`config.mk`:
```
export PLATFORM = sky130hd
export DESIGN_NAME = sncp_div_pipe
export DESIGN_NICKNAME = d
export VERILOG_FILES = /design/src/rtl/core/sncp_div_pipe.sv
export SDC_FILE = /design/constraint.sdc
export NUM_CORES = 2
export LEC_CHECK = 0
export BUFFER_PORTS_ARGS = -buffer_cell sky130_fd_sc_hd__clkbuf_2
export CORE_ASPECT_RATIO = 0.7
export CORE_MARGIN = 1.5
export CORE_UTILIZATION = 35
export DETAILED_ROUTE_END_ITERATION = 10
export SYNTH_ARGS = -nofsm -noshare
export SYNTH_HDL_FRONTEND = slang
export SYNTH_SLANG_ARGS = --single-unit
```
`constraint.sdc`:
```
create_clock -name aclk -period 4.4 [get_ports aclk]
set_clock_uncertainty 0.05 [all_clocks]
set_input_delay 0 -clock aclk [delete_from_list [all_inputs] [get_ports aclk]]
set_output_delay 0 -clock aclk [all_outputs]
set_load 0.02 [all_outputs]
```
`src/rtl/core/sncp_div_pipe.sv`:
```
module sncp_div_pipe #(
    parameter int QW     = 32,
    parameter int DW     = 32,
    parameter int SIDE_W = 1
) (
    input  logic              aclk,
    input  logic              en,
    input  logic [QW+DW-1:0]  dividend,
    input  logic [DW-1:0]     divisor,
    input  logic [SIDE_W-1:0] side_in,
    output logic [QW-1:0]     quotient,
    output logic [SIDE_W-1:0] side_out
);
    // Restoring divider, one quotient bit per stage.
    // The upper DW bits of the dividend must be below the divisor.
    logic [DW-1:0]     rem_reg  [QW];
    logic [QW-1:0]     low_reg  [QW];
    logic [DW-1:0]     dv_reg   [QW];
    logic [SIDE_W-1:0] side_reg [QW];

    logic [DW-1:0]     rem_next  [QW];
    logic [QW-1:0]     low_next  [QW];
    logic [DW-1:0]     dv_next   [QW];
    logic [SIDE_W-1:0] side_next [QW];

    always_comb begin
        logic [DW-1:0]     rem_src;
        logic [QW-1:0]     low_src;
        logic [DW:0]       shifted;
        logic              fits;
        for (int i = 0; i < QW; i++) begin
            if (i == 0) begin
                rem_src      = dividend[QW+DW-1:QW];
                low_src      = dividend[QW-1:0];
                dv_next[i]   = divisor;
                side_next[i] = side_in;
            end else begin
                rem_src      = rem_reg[i-1];
                low_src      = low_reg[i-1];
                dv_next[i]   = dv_reg[i-1];
                side_next[i] = side_reg[i-1];
            end
            shifted     = {rem_src, low_src[QW-1]};
            fits        = shifted >= {1'b0, dv_next[i]};
            rem_next[i] = fits ? DW'(shifted - {1'b0, dv_next[i]}) : shifted[DW-1:0];
            low_next[i] = {low_src[QW-2:0], fits};
        end
    end

    always_ff @(posedge aclk) begin
        if (en) begin
            for (int i = 0; i < QW; i++) begin
                rem_reg[i]  <= rem_next[i];
                low_reg[i]  <= low_next[i];
                dv_reg[i]   <= dv_next[i];
                side_reg[i] <= side_next[i];
            end
        end
    end

    assign quotient = low_reg[QW-1];
    assign side_out = side_reg[QW-1];

endmodule

```
# After elaboration in Yosys (flattened, before gate mapping)
# Memory sizes are Yosys's and may differ from the RTL's.
# Cells that the tools add are included.
# classes
n_addsub,32
n_lt_le_gt_ge,32
muxes,34
# op_table
operator,count
>= comparator 33 x 32 -> 1 bit,32
two-way mux 32 bit,32
subtractor 32 bit,32
two-way mux 1 bit,2
# totals
ff_bits,0
ramBits,3104
inputBits,99
output_inout_bits,33
elab_cells,102
memories,4
# mem_list
name,depth,word_bits,rd,rd_ports_with_merged_regs,wr,line_no,rtl
dv_reg,32,32,31,0,32,18,logic [DW-1:0] dv_reg [QW];
low_reg,32,32,32,0,32,17,logic [QW-1:0] low_reg [QW];
rem_reg,32,32,31,0,32,16,logic [DW-1:0] rem_reg [QW];
side_reg,32,1,32,0,32,19,logic [SIDE_W-1:0] side_reg [QW];

# Logic depth before layout (Yosys ltp)
# depth
ltp_word,2
mapped_depth,16
ltp_nobuf,14

# Least setup slack after synthesis
# Ideal clock, no wire load.
# synth_timing
path_type,reg-to-reg
start,memory dv_reg[12][1] (netlist: dv_reg[0][385])
end,"memory rem_reg[13][4] (netlist: rem_reg[0][420]), data pin"
setup_ns,0.260
t_arrival_ns,3.343
t_required_ns,4.090
slack_ns,0.747
path_stages_with_launch,16
path_buffers,2
period_less_slack_ns,3.653
path_cell_list,edfxtp_1 -> inv_1 -> ha_1 -> nor2b_1 -> o31a_1 -> o41ai_4 -> o31ai_2 -> a31oi_4 -> o31ai_2 -> a311o_1 -> a211oi_2 -> o21bai_1 -> a211o_1 -> buf_2 -> buf_6 -> mux2_4
# synth_rtl
element,line_no
from (decl),18
to (decl),16

==> summary.md <==
| Metric | Value |
|---|---|
| Outcome | `finished clean` |
| MaxCap Viol Count | `0` |
| Multi-input combinational cell area | `58950 sq um` |
| Die ar. | `451200 sq um` |
| Drt first pass iters | `6` |
| Worst vdd ir | `0.0004097 V` |
| CTS Root Cell | `clkbuf_16` |
| Synth Flop Type | `edfxtp_1` |
| Critical Path Start | `dividend[31]` |
| CTS clk-pin slew, worst paths | `approximately 0.070 ns` |
| Worst Hold Depth | `5` |
| Routed Antenna Nets | `0` |
| Worst slew pin tran | `1.268 ns` |
| Setup violators final | `0` |
| Worst EP arrival | `about 5 ns` |
| Post-Synthesis Cells | `13.13k` |
| Worst-skew pair later-pin latency | `0.99 ns` |
| Initial antenna violation count | `16` |
| RSZ-0062 raised after global routing | `no` |
| Vias in the first global route | `93.93k` |
| Via Count | `100.5k` |
| Die W | `802.2 microns` |
| Die H | `562.5 microns` |
| Register Area | `around 91000 sq um` |
| Final #Nets | `14.77k` |
| Place WS | `0.3170 ns` |
| Fin. Hold Viols | `0` |
| Commonest non-fill, non-tap cell in the layout | `edfxtp_1` |
| Commonest non-fill, non-tap cells in the layout | `edfxtp_1, inv_1, a21oi_1` |
| Startpoint class of the critical path | `primary input` |
| Final Max Tran Viols | `0` |
| Pwr Density | `737.8 nW/um^2` |
| Netlist cell types | `97` |
| CTS sink count | `3040` |
| First-pass GRT wire length | `567.2 mm` |
| Io pins | `132` |
| Core box area | `445300 sq um` |
| Filler Cells Inserted | `roughly 42k` |
| CTS max path bufs | `4` |
| Worst path buffer plus inverter count | `6` |
| H-tree depth | `5` |
| Rows | `205` |
| Initial DRC Count | `9386` |
| Flop2flop setup slack | `0.25 ns` |
| Grt ovf | `0` |
| DP HPWL | `273.5 mm` |
| Hold endpoint | `rem_reg[0][2]$_DFFE_PP_` |
| Post-synth EDFFs | `between 3k and 4k` |
| Yosys reg bits | `3040` |
| GRT Resource Usage Total | `0.1588` |
| Rel. slew slack | `0.1513` |
| Setup TNS | `0 ns` |
| Req. time, crit path | `5.18 ns` |
| Worst path cell trace | `dlygate4sd3_1 > clkbuf_2 > dlygate4sd3_1 > inv_1 > ha_1 > nor2b_1 > o31ai_2 > a21oi_1 > a21boi_1 > a31o_2 > o311a_1 > nand2_1 > a221oi_1 > o21a_4 > nand2_1 > dlygate4sd3_1 > o21ai_1 > dlygate4sd3_1` |
| Final min period | `around 4.2 ns` |
| Critical R2R Launch | `rem_reg[0][46]$_DFFE_PP_` |
| CTS tree | `built` |
| Sequential area share after synthesis | `0.5833` |
| Starting Density | `0.3515` |
| Crit-path max cell delay | `0.57 ns` |
| Inserted Clock Buffers | `317` |
| Placer Congestion | `0.8936` |
| Syn Nets | `14.28k` |
| HP Start | `dividend[33]` |
| Largest net degree at the start of global routing | `175` |
| Worst reg2reg path depth | `13` |
| Residual DRC count | `0` |
| Post-route clock period utilization | `0.9456` |
| DRT Wirelength | `371.9 mm` |
| Static Leak | `70.51 nW` |
| Buffers on Ports | `131` |
| Most common cell on crit path | `dlygate4sd3_1` |
| Synth Warn # | `0` |
| Mean post-synth cell area | `11.92 sq um` |
| Delay-heaviest family, CP | `buffers and inverters` |
| Crit-path slowest cell | `dlygate4sd3_1` |
| Crit. End Element | `register` |
| Max FFs per register | `between 1k and 1.5k` |
| Final WS setup | `0.2392 ns` |
| Ys async rst share | `0` |
| WS Path Type | `primary input to register` |
| Cell area after synthesis | `156500 sq um` |
| Routed WL per cell | `18.81 microns` |
| Crit path max fanout | `14` |
| Share of post-route cells with drive strength above 1 | `0.06908` |
| HP Class | `primary input to register` |
| R2r endpoint | `rem_reg[0][91]$_DFFE_PP_` |
| Max Freq | `0.2403 GHz` |
| Avg Vias per Cell | `5.082` |
| Area Overhead vs Synth | `13.70%` |
## where the power goes
group	leakage [nW]	switching (mW)	internal (mW)	total [mW]
registers	29.7	4.54	41.9	46.4
logic	35.7	33.1	24.5	57.6
clock network	5.01	11.9	15.4	27.3
total	70.5	49.6	81.7	131
## worst max-delay path by stage
| stage | to | slack [ns] | depth (start not counted) |
|---|---|---|---|
| floorplan | rem_reg[0][420]$_DFFE_PP_ | 0.75 | 15 |
| global placement | rem_reg[0][104]$_DFFE_PP_ | 0.33 | 13 |
| detailed placement | rem_reg[0][75]$_DFFE_PP_ | 0.32 | 13 |
| CTS | rem_reg[0][19]$_DFFE_PP_ | 0.05 | 18 |
| global route | rem_reg[0][104]$_DFFE_PP_ | 0.005 | 13 |
| finish | rem_reg[0][21]$_DFFE_PP_ | 0.24 | 18 |
## stage by stage
stage / hold slack (ns) / std cells / total power, mW / area, sq um / util
global placement: 0.1273 / 18960 / 103.1 / 165200 / 0.3709
CTS: 0.01922 / 19760 / 131.8 / 177900 / 0.3995
detailed placement: 0.1286 / 18960 / 103.4 / 165200 / 0.3709
finish: 0.1806 / 19770 / 131.3 / 177900 / 0.3996
floorplan: 0.04887 / 13130 / 86.78 / 156500 / -
global route: 0.1506 / 19770 / 140.1 / 177900 / 0.3996
## Yosys cell counts, types with 32 or more instances
library cell / instances / area [sq um]
and2_1: 49 / 306.5
a211o_1: 32 / 280.3
mux2_1: 241 / 2714
nand2b_1: 115 / 719.4
xnor2_1: 484 / 4239
nand2_1: 1015 / 3810
nand4_1: 188 / 1176
edfxtp_1: 3040 / 91290
o31ai_1: 79 / 593.1
a211oi_1: 76 / 570.6
o21a_1: 153 / 1149
buf_4: 35 / 262.8
o211ai_1: 42 / 315.3
a31oi_1: 89 / 556.8
o21ai_0: 367 / 1837
o21ai_1: 550 / 2753
nand3_1: 203 / 1016
o21bai_1: 160 / 1201
a21oi_1: 1055 / 5280
xor2_1: 357 / 3127
nor3_1: 139 / 695.7
a21o_1: 490 / 3679
clkbuf_1: 297 / 1115
nor2_1: 605 / 2271
nor4_1: 40 / 250.2
inv_1: 1298 / 4872
ha_1: 1024 / 12810
nor2b_1: 144 / 900.9
mux2_2: 43 / 484.2
or3_1: 35 / 219.0
and3_1: 79 / 494.2
## timing repair
item / CTS / global route
hold endpoints to repair: 1034 / 0
resized for setup: 0 / 3
buffers inserted: 0 / 3
hold buffers: 233 / 0
endpoints found under the setup margin: 0 / 52
## worst register-to-register path, cell delays in order (launching register included)
cell,delay [ns]
edfxtp_1,0.42
ha_1,0.35
and3_1,0.24
and2_1,0.21
a221o_1,0.29
a211oi_1,0.24
o2bb2ai_1,0.27
o21ai_1,0.22
a41oi_1,0.33
o2bb2ai_1,0.27
nor3_1,0.16
o32ai_4,0.19
buf_12,0.26
mux2_1,0.38
## area by class of cell
cell class                 count  area share
sequential                  3040      0.5130
multi-input combinational   8395      0.3313
clock buffer                 376     0.04583
tap                         5899     0.04148
timing repair buffer         547     0.02783
inverter                    1318     0.02780
clock inverter               192     0.01262
antenna                        5  0.00007032
## logic make-up (layout without fill, tap and decap cells)
| logic type | Yosys count | after routing | share of synthesized area |
|---|---|---|---|
| mux | 335 | 335 | 0.02456 |
| xor+xnor | 841 | 841 | 0.04707 |
| compound gates | 3433 | 3433 | 0.1359 |
| other cells | 0 | 5 | 0 |
| simple gates | 2731 | 2731 | 0.08159 |
| buf+inv | 1690 | 2433 | 0.04176 |
| fa+ha+maj | 1055 | 1055 | 0.08583 |
| flops | 3040 | 3040 | 0.5833 |
## metal layers
metal	track usage	up-vias	wire length [microns]
li1	-	49220	-
met1	0.2476	48170	186200
met2	0.2264	2613	152400
met3	0.02966	490	25120
met4	0.03629	4	8253
met5	0	-	26
(Power assumes the default switching activity.)
